<file path="src/sv/htfp_pkg.sv">
// types and constants shared by the touch frame parser modules
// no dependencies

package htfp_pkg;

   localparam logic [7:0] HDR_FIRST      = 8'hA5;
   localparam logic [7:0] HDR_SECOND     = 8'h5A;
   localparam logic [7:0] CMD_READ_REPLY = 8'h83;

   // smallest length that carries address, word count and one key word
   localparam logic [7:0] MIN_KEY_LEN    = 8'd6;
   // smallest length that carries a second word
   localparam logic [7:0] MIN_TWO_LEN    = 8'd8;
   // bytes before the length-counted part: two header bytes and the length
   localparam int         HDR_BYTES      = 3;

   // byte positions inside a frame
   localparam int POS_CMD     = 3;
   localparam int POS_ADDR_HI = 4;
   localparam int POS_ADDR_LO = 5;
   localparam int POS_NWORDS  = 6;
   localparam int POS_KEY_HI  = 7;
   localparam int POS_KEY_LO  = 8;
   localparam int POS_MINS_HI = 9;
   localparam int POS_MINS_LO = 10;

   localparam int MID_DEPTH = 2;
   localparam int OUT_DEPTH = 4;

   localparam int CSR_IDX_W  = 3;
   localparam int CSR_DATA_W = 16;
   localparam int CSR_COUNT  = 8;

   localparam logic [CSR_IDX_W-1:0] CSR_BUTTON_KEY  = 3'd0;
   localparam logic [CSR_IDX_W-1:0] CSR_HOURS       = 3'd1;
   localparam logic [CSR_IDX_W-1:0] CSR_MINUTES     = 3'd2;
   localparam logic [CSR_IDX_W-1:0] CSR_SET_LOGIN   = 3'd3;
   localparam logic [CSR_IDX_W-1:0] CSR_TIME_MODE   = 3'd4;
   localparam logic [CSR_IDX_W-1:0] CSR_LOGIN       = 3'd5;
   localparam logic [CSR_IDX_W-1:0] CSR_PRECHARGE   = 3'd6;
   localparam logic [CSR_IDX_W-1:0] CSR_APPLY       = 3'd7;

   localparam logic EV_BUTTON = 1'b0;
   localparam logic EV_KEY    = 1'b1;

   // one decodable read-reply frame, as handed from parser to event stage
   typedef struct packed {
      logic [15:0] addr;
      logic [15:0] key;
      logic [15:0] mins;
      logic        two_words;
   } frame_rec_type;

   // one result word
   typedef struct packed {
      logic        kind;
      logic [15:0] addr;
      logic [15:0] value;
      logic        inval;
      logic        last;
   } event_type;

endpackage

</file>
<file path="src/sv/hmi_touch_frame_parser.sv">
// top level of the touch frame parser: parser, record queue, event stage,
// result queue; depends on htfp_pkg, htfp_front, htfp_back, htfp_fifo
//
// usage
//   input side is a queue: drive req_rx_byte and raise push; the byte is
//   taken on a clock edge with push high and full low. one byte per cycle
//   is sustained as long as results drain.
//   result side is a queue: while empty is low the oldest event word sits
//   on the rsp_ ports; raise pop to take it. a byte that completes a
//   frame gives zero, one or two words; last_of_run marks the final one.
//   path: the record queue is written on the edge that takes a frame's
//   last byte; the event stage then moves the frame's words to the result
//   queue, a second word after the first. throughput is set by the event
//   stage, one word per cycle while the result queue has room; a decodable
//   frame has at least nine bytes, so a byte stream never outruns it.
//   stall: if pop stays low the result queue fills, the event stage holds
//   its record, the record queue fills and full rises.
//   csr port: write the eight address registers with csr_wr_en only while
//   the block is idle; no read-back.
//   reset (synchronous, high) clears the parser, the queues and the
//   address registers; full and empty are valid the cycle after.

module hmi_touch_frame_parser #(
   parameter int MAX_FRAME_LEN = 32
) (
   input  logic                            clock,
   input  logic                            reset,
   // byte input
   input  logic                            push,
   output logic                            full,
   input  logic [7:0]                      req_rx_byte,
   // event output
   output logic                            empty,
   input  logic                            pop,
   output logic                            rsp_event_kind,
   output logic [15:0]                     rsp_event_addr,
   output logic [15:0]                     rsp_key_value,
   output logic                            rsp_invalidate_page,
   output logic                            rsp_last_of_run,
   // address registers
   input  logic                            csr_wr_en,
   input  logic [htfp_pkg::CSR_IDX_W-1:0]  csr_index,
   input  logic [htfp_pkg::CSR_DATA_W-1:0] csr_wdata
);
   import htfp_pkg::*;

   localparam int REC_W = $bits(frame_rec_type);
   localparam int EV_W  = $bits(event_type);

   logic          byte_take;
   logic          rec_push;
   frame_rec_type rec_in_q, rec_head;
   logic          mid_full, mid_empty, rec_pop;
   logic          ev_push, ev_full;
   event_type     ev_in_q, ev_head;
   logic [REC_W-1:0] rec_head_bits;
   logic [EV_W-1:0]  ev_head_bits;

   // a byte is taken whenever the record queue has room
   assign full      = mid_full;
   assign byte_take = push && !mid_full;

   htfp_front #(
      .MAX_FRAME_LEN (MAX_FRAME_LEN)
   ) u_front (
      .clock      (clock),
      .reset      (reset),
      .byte_valid (byte_take),
      .rx_byte    (req_rx_byte),
      .rec_push   (rec_push),
      .rec        (rec_in_q)
   );

   // decouples parsing from event generation
   htfp_fifo #(
      .WIDTH (REC_W),
      .DEPTH (MID_DEPTH)
   ) u_rec_q (
      .clock     (clock),
      .reset     (reset),
      .push      (rec_push),
      .push_data (rec_in_q),
      .full      (mid_full),
      .pop       (rec_pop),
      .pop_data  (rec_head_bits),
      .empty     (mid_empty)
   );

   assign rec_head = frame_rec_type'(rec_head_bits);

   htfp_back u_back (
      .clock     (clock),
      .reset     (reset),
      .csr_wr_en (csr_wr_en),
      .csr_index (csr_index),
      .csr_wdata (csr_wdata),
      .rec_valid (!mid_empty),
      .rec       (rec_head),
      .rec_pop   (rec_pop),
      .ev_full   (ev_full),
      .ev_push   (ev_push),
      .ev        (ev_in_q)
   );

   // result words wait here for the consumer
   htfp_fifo #(
      .WIDTH (EV_W),
      .DEPTH (OUT_DEPTH)
   ) u_ev_q (
      .clock     (clock),
      .reset     (reset),
      .push      (ev_push),
      .push_data (ev_in_q),
      .full      (ev_full),
      .pop       (pop),
      .pop_data  (ev_head_bits),
      .empty     (empty)
   );

   assign ev_head             = event_type'(ev_head_bits);
   assign rsp_event_kind      = ev_head.kind;
   assign rsp_event_addr      = ev_head.addr;
   assign rsp_key_value       = ev_head.value;
   assign rsp_invalidate_page = ev_head.inval;
   assign rsp_last_of_run     = ev_head.last;

`ifndef SYNTHESIS
   // action button words always close their run and drop the page
   a_button_word : assert property (@(posedge clock) disable iff (reset)
      (!empty && rsp_event_kind == EV_BUTTON) |->
         (rsp_invalidate_page && rsp_last_of_run))
      else $error("button word without invalidate or last flag");

   // only hours/minutes key words keep the page
   a_keep_page_is_key : assert property (@(posedge clock) disable iff (reset)
      (!empty && !rsp_invalidate_page) |-> (rsp_event_kind == EV_KEY))
      else $error("page kept on a button word");

   // result queue comes out of reset empty
   a_reset_empty : assert property (@(posedge clock)
      reset |=> empty)
      else $error("result queue not empty after reset");

   // the event stage only pops a record that is there
   a_rec_pop_valid : assert property (@(posedge clock) disable iff (reset)
      rec_pop |-> !mid_empty)
      else $error("record popped from empty queue");
`endif

endmodule

</file>
<file path="src/sv/htfp_fifo.sv">
// small first-in first-out queue of flat words
// no dependencies

module htfp_fifo #(
   parameter int WIDTH = 8,
   parameter int DEPTH = 2
) (
   input  logic             clock,
   input  logic             reset,
   input  logic             push,
   input  logic [WIDTH-1:0] push_data,
   output logic             full,
   input  logic             pop,
   output logic [WIDTH-1:0] pop_data,
   output logic             empty
);
   localparam int PW = (DEPTH > 1) ? $clog2(DEPTH) : 1;
   localparam int CW = $clog2(DEPTH + 1);

   logic [WIDTH-1:0] slots_ff [DEPTH];
   logic [PW-1:0]    wr_ptr_ff, wr_ptr_in;
   logic [PW-1:0]    rd_ptr_ff, rd_ptr_in;
   logic [CW-1:0]    count_ff, count_in;
   logic             do_push, do_pop;

   assign full     = (count_ff == CW'(DEPTH));
   assign empty    = (count_ff == '0);
   assign do_push  = push && !full;
   assign do_pop   = pop && !empty;
   assign pop_data = slots_ff[rd_ptr_ff];

   always_comb begin
      wr_ptr_in = wr_ptr_ff;
      rd_ptr_in = rd_ptr_ff;
      count_in  = count_ff;
      if (do_push) begin
         wr_ptr_in = (wr_ptr_ff == PW'(DEPTH - 1)) ? '0 : wr_ptr_ff + PW'(1);
      end
      if (do_pop) begin
         rd_ptr_in = (rd_ptr_ff == PW'(DEPTH - 1)) ? '0 : rd_ptr_ff + PW'(1);
      end
      if (do_push && !do_pop) begin
         count_in = count_ff + CW'(1);
      end else if (do_pop && !do_push) begin
         count_in = count_ff - CW'(1);
      end
   end

   always_ff @(posedge clock) begin
      if (reset) begin
         wr_ptr_ff <= '0;
         rd_ptr_ff <= '0;
         count_ff  <= '0;
      end else begin
         wr_ptr_ff <= wr_ptr_in;
         rd_ptr_ff <= rd_ptr_in;
         count_ff  <= count_in;
      end
   end

   always_ff @(posedge clock) begin
      if (do_push) begin
         slots_ff[wr_ptr_ff] <= push_data;
      end
   end

endmodule

</file>
<file path="src/sv/htfp_front.sv">
// byte parser: header hunt, length check, field capture, frame classify
// depends on htfp_pkg

module htfp_front #(
   parameter int MAX_FRAME_LEN = 32
) (
   input  logic                   clock,
   input  logic                   reset,
   input  logic                   byte_valid,
   input  logic [7:0]             rx_byte,
   output logic                   rec_push,
   output htfp_pkg::frame_rec_type rec
);
   import htfp_pkg::*;

   localparam int IW = $clog2(MAX_FRAME_LEN + 1);

   logic [IW-1:0] idx_ff, idx_in;
   logic [7:0]    len_ff, len_in;
   logic [7:0]    cmd_ff, cmd_in;
   logic [15:0]   addr_ff, addr_in;
   logic [7:0]    nw_ff, nw_in;
   logic [15:0]   key_ff, key_in;
   logic [15:0]   mins_ff, mins_in;
   logic [9:0]    idx_next_w;
   logic          frame_done;
   logic          decodable;

   always_comb begin
      idx_in     = idx_ff;
      len_in     = len_ff;
      cmd_in     = cmd_ff;
      addr_in    = addr_ff;
      nw_in      = nw_ff;
      key_in     = key_ff;
      mins_in    = mins_ff;
      frame_done = 1'b0;
      idx_next_w = 10'(idx_ff) + 10'd1;

      if (byte_valid) begin
         if (idx_ff == IW'(0)) begin
            if (rx_byte == HDR_FIRST) begin
               idx_in = IW'(1);
            end
         end else if (idx_ff == IW'(1)) begin
            if (rx_byte == HDR_SECOND) begin
               idx_in = IW'(2);
            end else begin
               // resync on a repeated first header byte
               idx_in = (rx_byte == HDR_FIRST) ? IW'(1) : IW'(0);
            end
         end else if (idx_ff == IW'(2)) begin
            len_in = rx_byte;
            if (rx_byte == 8'd0 ||
                (10'(rx_byte) + 10'(HDR_BYTES)) > 10'(MAX_FRAME_LEN)) begin
               idx_in = IW'(0);
            end else begin
               idx_in = IW'(HDR_BYTES);
            end
         end else begin
            if (idx_ff == IW'(POS_CMD))     cmd_in        = rx_byte;
            if (idx_ff == IW'(POS_ADDR_HI)) addr_in[15:8] = rx_byte;
            if (idx_ff == IW'(POS_ADDR_LO)) addr_in[7:0]  = rx_byte;
            if (idx_ff == IW'(POS_NWORDS))  nw_in         = rx_byte;
            if (idx_ff == IW'(POS_KEY_HI))  key_in[15:8]  = rx_byte;
            if (idx_ff == IW'(POS_KEY_LO))  key_in[7:0]   = rx_byte;
            if (idx_ff == IW'(POS_MINS_HI)) mins_in[15:8] = rx_byte;
            if (idx_ff == IW'(POS_MINS_LO)) mins_in[7:0]  = rx_byte;
            if (idx_next_w >= 10'(len_ff) + 10'(HDR_BYTES)) begin
               frame_done = 1'b1;
               idx_in     = IW'(0);
            end else begin
               idx_in = idx_next_w[IW-1:0];
            end
         end
      end
   end

   // read reply with at least address, word count and one key word
   assign decodable = (cmd_in == CMD_READ_REPLY) && (len_ff >= MIN_KEY_LEN) &&
                      (nw_in != 8'd0);

   assign rec_push       = frame_done && decodable;
   assign rec.addr       = addr_in;
   assign rec.key        = key_in;
   assign rec.mins       = mins_in;
   assign rec.two_words  = (nw_in >= 8'd2) && (len_ff >= MIN_TWO_LEN);

   always_ff @(posedge clock) begin
      if (reset) begin
         idx_ff <= '0;
         len_ff <= '0;
      end else begin
         idx_ff <= idx_in;
         len_ff <= len_in;
      end
   end

   always_ff @(posedge clock) begin
      cmd_ff  <= cmd_in;
      addr_ff <= addr_in;
      nw_ff   <= nw_in;
      key_ff  <= key_in;
      mins_ff <= mins_in;
   end

endmodule

</file>
<file path="src/sv/htfp_back.sv">
// event stage: address registers, priority match, one event word per cycle
// while the result queue has room; depends on htfp_pkg

module htfp_back (
   input  logic                                    clock,
   input  logic                                    reset,
   input  logic                                    csr_wr_en,
   input  logic [htfp_pkg::CSR_IDX_W-1:0]          csr_index,
   input  logic [htfp_pkg::CSR_DATA_W-1:0]         csr_wdata,
   input  logic                                    rec_valid,
   input  htfp_pkg::frame_rec_type                 rec,
   output logic                                    rec_pop,
   input  logic                                    ev_full,
   output logic                                    ev_push,
   output htfp_pkg::event_type                     ev
);
   import htfp_pkg::*;

   logic [CSR_DATA_W-1:0] cfg_ff [CSR_COUNT];
   logic                  phase_ff, phase_in;
   logic                  hit_button, hit_time, hit_login, hit_any, send_mins;

   always_comb begin
      hit_button = (rec.addr == cfg_ff[CSR_BUTTON_KEY]) && (rec.key != 16'd0);
      hit_time   = !hit_button && ((rec.addr == cfg_ff[CSR_HOURS]) ||
                                   (rec.addr == cfg_ff[CSR_MINUTES]));
      hit_login  = !hit_button && !hit_time && (rec.key != 16'd0) &&
                   ((rec.addr == cfg_ff[CSR_SET_LOGIN]) ||
                    (rec.addr == cfg_ff[CSR_TIME_MODE]) ||
                    (rec.addr == cfg_ff[CSR_LOGIN]) ||
                    (rec.addr == cfg_ff[CSR_PRECHARGE]) ||
                    (rec.addr == cfg_ff[CSR_APPLY]));
      hit_any    = hit_button || hit_time || hit_login;
      send_mins  = hit_time && (rec.addr == cfg_ff[CSR_HOURS]) && rec.two_words;
   end

   always_comb begin
      phase_in = phase_ff;
      rec_pop  = 1'b0;
      ev_push  = 1'b0;
      ev.kind  = hit_button ? EV_BUTTON : EV_KEY;
      ev.addr  = rec.addr;
      ev.value = rec.key;
      ev.inval = !hit_time;
      ev.last  = !send_mins;
      if (phase_ff) begin
         // minutes word of an hours frame
         ev.kind  = EV_KEY;
         ev.addr  = cfg_ff[CSR_MINUTES];
         ev.value = rec.mins;
         ev.inval = 1'b0;
         ev.last  = 1'b1;
         if (!ev_full) begin
            ev_push  = 1'b1;
            rec_pop  = 1'b1;
            phase_in = 1'b0;
         end
      end else if (rec_valid) begin
         if (!hit_any) begin
            rec_pop = 1'b1;
         end else if (!ev_full) begin
            ev_push = 1'b1;
            if (send_mins) begin
               phase_in = 1'b1;
            end else begin
               rec_pop = 1'b1;
            end
         end
      end
   end

   always_ff @(posedge clock) begin
      if (reset) begin
         phase_ff <= 1'b0;
         for (int i = 0; i < CSR_COUNT; i++) begin
            cfg_ff[i] <= '0;
         end
      end else begin
         phase_ff <= phase_in;
         if (csr_wr_en) begin
            cfg_ff[csr_index] <= csr_wdata;
         end
      end
   end

endmodule
</file>
<file path="config.mk">
export PLATFORM = sky130hd
export DESIGN_NAME = hmi_touch_frame_parser
export DESIGN_NICKNAME = d
export VERILOG_FILES = /design/src/sv/htfp_pkg.sv /design/src/sv/hmi_touch_frame_parser.sv /design/src/sv/htfp_fifo.sv /design/src/sv/htfp_front.sv /design/src/sv/htfp_back.sv
export SDC_FILE = /design/constraint.sdc
export NUM_CORES = 1
export LEC_CHECK = 0
export ABC_AREA = 1
export BUFFER_PORTS_ARGS = -buffer_cell sky130_fd_sc_hd__buf_4
export CAP_MARGIN = 20
export CELL_PAD_IN_SITES_DETAIL_PLACEMENT = 2
export CELL_PAD_IN_SITES_GLOBAL_PLACEMENT = 2
export CORE_MARGIN = 10
export CORE_UTILIZATION = 44
export CTS_CLUSTER_SIZE = 40
export DETAILED_ROUTE_END_ITERATION = 6
export PLACE_DENSITY_LB_ADDON = 0.1
export SLEW_MARGIN = 10
export SYNTH_ARGS = -nofsm -noshare
export SYNTH_HDL_FRONTEND = slang
export SYNTH_SLANG_ARGS = --single-unit
</file>
<file path="constraint.sdc">
create_clock -name clock -period 7.55 [get_ports clock]
set_input_delay 1.1325 -clock clock [delete_from_list [all_inputs] [get_ports clock]]
set_output_delay 1.1325 -clock clock [all_outputs]
set_load 0.03 [all_outputs]
</file>
# Word-level counts from Yosys, hierarchy flattened
# Memory sizes are Yosys's and may differ from the RTL's. A register that Yosys moved wholly into a read port is not among the register bits.
# Index checks and enable logic that the tools add are counted.
[op_classes]
bitwise_logic = 2
addsub = 11
reduce_logical = 50
n_lt_le_gt_ge = 5
eq_ne = 26
mux = 82
[ops]
columns = ["operator", "count"]
rows = [
  ["16-bit 2-to-1 mux", 13],
  ["16-bit == test", 8],
  ["8-bit 2-to-1 mux", 16],
  ["1-bit 2-to-1 mux", 36],
  ["6-bit 2-to-1 mux", 6],
  ["35-bit 2-to-1 mux", 1],
  ["6-bit by 3-bit == test with 1-bit output (second input constant)", 4],
  ["1-bit logical AND", 20],
  ["8-bit by 2-bit adder with 9-bit output (second input constant)", 2],
  ["6-bit by 4-bit == test with 1-bit output (second input constant)", 3],
  ["8-bit == test (second input constant)", 2],
  ["16-bit nonzero test", 1],
  ["16-bit OR reduction", 1],
  ["2-bit 2-to-1 mux", 7],
  ["6-bit by 2-bit == test with 1-bit output (second input constant)", 2],
  ["1-bit zero test", 11],
  ["10-bit greater-or-equal comparator", 1],
  ["10-bit by 6-bit > comparator with 1-bit output (second input constant)", 1],
  ["3-bit 2-to-1 mux", 3],
  ["8-bit by 7-bit == test with 1-bit output (second input constant)", 1],
  ["8-bit by 2-bit greater-or-equal comparator with 1-bit output (second input constant)", 1],
  ["8-bit by 3-bit greater-or-equal comparator with 1-bit output (second input constant)", 1],
  ["8-bit by 4-bit greater-or-equal comparator with 1-bit output (second input constant)", 1],
  ["8-bit zero test", 1],
  ["19 further kinds", 33],
]
[word_totals]
ff_bits = 90
mem_count = 3
wordCells = 193
out_inout_bits = 37
mem_bits_rw = 366
[memory_table]
columns = ["memory", "depth", "width", "rd", "rd_ports_with_merged_regs", "wr", "line_no", "source"]
rows = [
  ["u_ev_q.slots_ff", 4, 35, 1, 1, 1, "htfp_fifo.sv:20", "logic [WIDTH-1:0] slots_ff [DEPTH];"],
  ["u_back.cfg_ff", 8, 16, 8, 0, 8, "htfp_back.sv:19", "logic [CSR_DATA_W-1:0] cfg_ff [CSR_COUNT];"],
  ["u_rec_q.slots_ff", 2, 49, 1, 1, 1, "htfp_fifo.sv:20", ""],
]

# Depth between registers and ports, before layout
# An unclocked memory read counts as a cell.
[logic_depth]
depth_word = 18
mapped_depth = 25

# Cells and area by module
# From an unflattened synthesis, not the netlist that was laid out.
[hier_totals]
cells_unflattened = 1915
area_unflattened_um2 = 20215.6
[by_module_without_submodules]
columns = ["mod", "cells_each", "instances", "area_per_inst_um2"]
rows = [
  ["htfp_back", 879, 1, 7352.1],
  ["htfp_fifo (u_ev_q)", 409, 1, 5679.2],
  ["htfp_fifo (u_rec_q)", 189, 1, 3827.4],
  ["htfp_front", 435, 1, 3343.2],
  ["hmi_touch_frame_parser", 3, 1, 13.8],
]

# Worst setup path after synthesis
# Ideal clock, no wire load.
[synth_timing]
kind = "input to register"
startpoint = "in push"
endpoint = "mem u_rec_q.slots_ff[0][0] in the netlist's numbering (enable)"
stages = 15
setup_ns = 0.456
t_arrival_ns = 4.380
n_path_buf = 1
setup_slack_ns = 2.714
required_ns = 7.094
cell_sequence = "nand2_2 > inv_1 > nand3_1 > inv_1 > nand4_2 > buf_2 > nand2_1 > o21ai_0 > nand2_1 > nor2_1 > nand2_1 > inv_1 > nor2_1 > nand2_1 > nor2_1"
[synth_via]
elab_chain_len = 9
elab_cells_between_ends = 12
[synth_rtl]
columns = ["element", "line_no", "source"]
rows = [
  ["start: declaration", "hmi_touch_frame_parser.sv:29", "input logic push,"],
  ["1-bit logical AND *", "hmi_touch_frame_parser.sv:61", "assign byte_take = push && !mid_full;"],
  ["8-bit 2-to-1 mux", "htfp_front.sv:40", "if (byte_valid) begin"],
  ["8-bit == test", "htfp_front.sv:80", "assign decodable = (cmd_in == CMD_READ_REPLY) && (len_ff >= MIN_KEY_LEN) &&"],
  ["1-bit logical AND (2 in series)", "htfp_front.sv:80", ""],
  ["1-bit logical AND *", "htfp_front.sv:83", "assign rec_push = frame_done && decodable;"],
  ["1-bit logical AND *", "htfp_fifo.sv:28", "assign do_push = push && !full;"],
  ["1-bit 2-to-1 mux *", "htfp_fifo.sv:62", "if (do_push) begin"],
  ["1-bit 2-to-1 mux (not written as such) *", "htfp_fifo.sv:63", "slots_ff[wr_ptr_ff] <= push_data;"],
  ["end: declaration", "htfp_fifo.sv:20", ""],
]
# Mark *: on every way between the ends. The rest lies on a longest branch, timed or not.

==> key figures <==
Outcome
  – Status: completed

Power and ir drop
  – Pleak: between 8 and 9 nW
  – Total power: 6.95 mW
  – VDD IR max: 0.000218 V
  – Pwr per Cell Area: 304 nW/um2

Yosys
  – Warnings from Yosys: 0
  – Asr flop ratio synth: 0%
  – Proportion of synthesized area in mux cells: less than 1%
  – Most area-hungry cell type in the Yosys netlist: edfxtp_1
  – Top_reg_cell synth: edfxtp_1
  – Synth area leaders: edfxtp_1 (55%), dfxtp_1 (9.3%), nand2_1 (8.0%)
  – Syn Area/Cell: approximately 10 um2
  – Post-synth top area share: 54.8%
  – Largest family of logic cells by synthesized area: simple AND/OR/NAND/NOR gates
  – Synthesized flop and latch total: ~460
  – Sequential cell area fraction in the yosys report: approximately 64%
  – Post-Synthesis Cells: between 2000 and 2500
  – Post-Synth XOR/XNOR Area: 2.84%
  – Syn Nets: ~2100
  – Top-count cell post-synth: nand2_1
  – Synth Cell Area: 20100 um2
  – Post-Synth Adder-Cell Area: 1.35%
  – Number of synthesized flops with an enable pin: around 370
  – Synth Area in Compound Gates: approximately 7.5%
  – Simple-Gate Fraction of Synth Area: 18.6%
  – Top cells by instance count after synthesis: nand2_1 (427), edfxtp_1 (366), nor2_1 (317)
  – Synth cell types: 43

Global routing
  – Initial antenna violation count: 1
  – Grt ovf: 0
  – First-pass GRT wire length: 102 mm
  – Vias in the first global route: between 15000 and 20000
  – All-Layer GR Usage: 24.7%
  – Largest net degree at the start of global routing: just over 70

STA
  – F_max: 219 MHz
  – Period utilization: 60.5%
  – Final Hold Fails: 0
  – Fin. max-slew vios: 0
  – Transition time of the tightest slew-check pin: 1.10 ns
  – TNS Setup: 0 ns
  – RSZ-0062 raised after global routing: false
  – Setup Skew: around 0.016 ns
  – Slew margin rel.: 26.0%
  – Setup violators final: 0
  – Final worst slack: 2.98 ns
  – Final min period: 4.57 ns

Setup path
  – Critical Path Slowest Stage Cell: nor2_4
  – R2r setup slk: slightly below 3 ns
  – CP top delay family: simple AND/OR/NAND/NOR gates
  – Req. time, crit path: about 7.9 ns
  – Critical Path Max Stage Delay: about 0.79 ns
  – Buf/Inv on CP: 4
  – Cell chain of the critical path: inv_2 -> buf_4 -> nand2_2 -> nand2_2 -> nand2_1 -> nand2_1 -> nand3_1 -> nor2_1 -> nand2_1 -> nor2_1 -> nor2_1 -> nand2_1 -> nand2_1 -> nand2_2 -> nand2_2 -> nand2_2 -> inv_2 -> nor2_4 -> buf_16
  – Data arrival, critical path: 4.87 ns
  – FF-to-FF path depth: 19
  – CP max FO: 31
  – End of the worst register-to-register path: u_ev_q.slots_ff[0][25]
  – Setup CP Type: reg -> reg
  – Critical path depth: 19
  – CP Launch Type: flop
  – Crit end category: flop

Floorplanning
  – Starting density of the core: between 40% and 50%
  – Die Height: 234 um
  – I/O pins: 69
  – Die area: 54500 um2
  – Die width: 234 um
  – Core area: 45200 um2
  – Std cell rows: 78

Clocking
  – CTS tree: built
  – Clock-pin transition on the worst setup and hold timing paths: 0.06 ns
  – Hold buffer count at CTS: 0
  – CTS H-tree lvls: 2
  – Post-CTS Setup Bufs: 0
  – Post_cts resized: 0
  – CTS Sinks: between 400 and 500
  – Clk_lat worst skew: around 0.61 ns
  – Num CTS Buffers: 49
  – Clk buf depth: 3
  – CTS root buf: clkbuf_16

Final layout
  – Share of cells above drive strength 1: around 11%
  – Area occupied by multi-input gates: approximately 6100 um2
  – Reg area: 12900 um2
  – Synthesis-to-layout area growth: 14.1%
  – Fill count: 4678
  – NumNets Final: approximately 2100

Worst hold path
  – Hold Path End: u_front.cmd_ff[0]
  – Hold Crit Class: reg -> reg
  – Min-delay src: u_front.cmd_ff[0]
  – Hold depth: 2

Placed design
  – HPWL after DPL: 44.7 mm
  – Dpl ws: 3.06 ns
  – I/O Buffers: between 60 and 70
  – Placer Congestion: 0.809

Route
  – Drt pass-1 iters: 6
  – WL per Instance: 24.6 um
  – Antenna viol nets, final: 0
  – DR vias: 14900
  – Iteration-0 DRC count of the detailed router: about 950
  – Detailed Route WL: 67.0 mm
  – Post-route DRC: 0
  – DR vias/cell: 5.47

Job
  – Max cap viols: 0
[flip-flops by register name (all words and copies together) (netlist names), 16 cells and up, named ones only]
register,flops
u_ev_q.slots_ff,140
u_back.cfg_ff,128
u_front.key_ff,16
u_rec_q.slots_ff,98
u_front.addr_ff,16
u_front.mins_ff,16
[logic make-up (layout without fill, tap and decap cells)]
group                    after synthesis  count (layout)
AO/OA/AOI/OAI                        280             280
XOR/XNOR                              65              65
adder cells (fa/ha/maj)               21              21
buffers and inverters                285             401
flip-flops                           459             459
multiplexers                           2               2
other                                  0               1
AND/OR/NAND/NOR                      890             890
[through the flow]
| stage | hold slack (ns) | area (um2) | cells | util [%] |
|---|---|---|---|---|
| CTS | 0.460 | 22800 | 2714 | 50.5 |
| floorplan | 0.422 | 20100 | 2002 | - |
| finish | 0.455 | 22900 | 2719 | 50.7 |
| detailed placement | 0.444 | 21300 | 2624 | 47.1 |
| global route | 0.495 | 22900 | 2718 | 50.7 |
| global placement | 0.431 | 21200 | 2620 | 46.9 |
[power by group]
part	switching (mW)	leakage (nW)	total [mW]	internal [mW]
clock	1.04	0.763	2.40	1.36
sequential	0.0533	4.05	2.87	2.81
combinational	1.23	4.12	1.69	0.460
total	2.32	8.93	6.95	4.63
[final cells by class]
cell class | count | area share [%]
antenna | 1 | 0.0109
clock buffer | 59 | 5.65
clock inverter | 31 | 1.18
inverter | 223 | 3.66
multi-input combinational | 1258 | 26.8
sequential | 459 | 56.2
tap | 600 | 3.28
timing repair buffer | 88 | 3.29
[tightest hold or removal path, cell delays in order (launching register included)]
cell and delay [ns]:
dfxtp_1 0.31, nand2_1 0.06, o21ai_2 0.06
[worst max path at each step]
stage | end
finish | u_ev_q.slots_ff[0][25]
floorplan | u_rec_q.slots_ff[0][0]
detailed placement | u_rec_q.slots_ff[0][35]
global route | u_ev_q.slots_ff[0][23]
global placement | u_rec_q.slots_ff[0][40]
CTS | u_ev_q.slots_ff[0][23]
[cell usage in the layout (no fill, tap or decap), types with 49 or more instances in the layout]
cell type / count
buf_4: 81
nor2_1: 314
o22ai_1: 49
clkbuf_16: 49
o21ai_0: 181
nand3_1: 51
nand2_1: 427
edfxtp_1: 366
inv_1: 209
dfxtp_1: 90
[routing by layer]
metal / vias up / track usage, % / routed length (um)
met1: 7704 / 31.3 / 28800
met5: - / 0 / 0
met3: 81 / 3.46 / 2780
met4: 0 / 5.50 / 1180
met2: 294 / 44.0 / 34200
li1: 6792 / - / -
(Power assumes the default switching activity.)
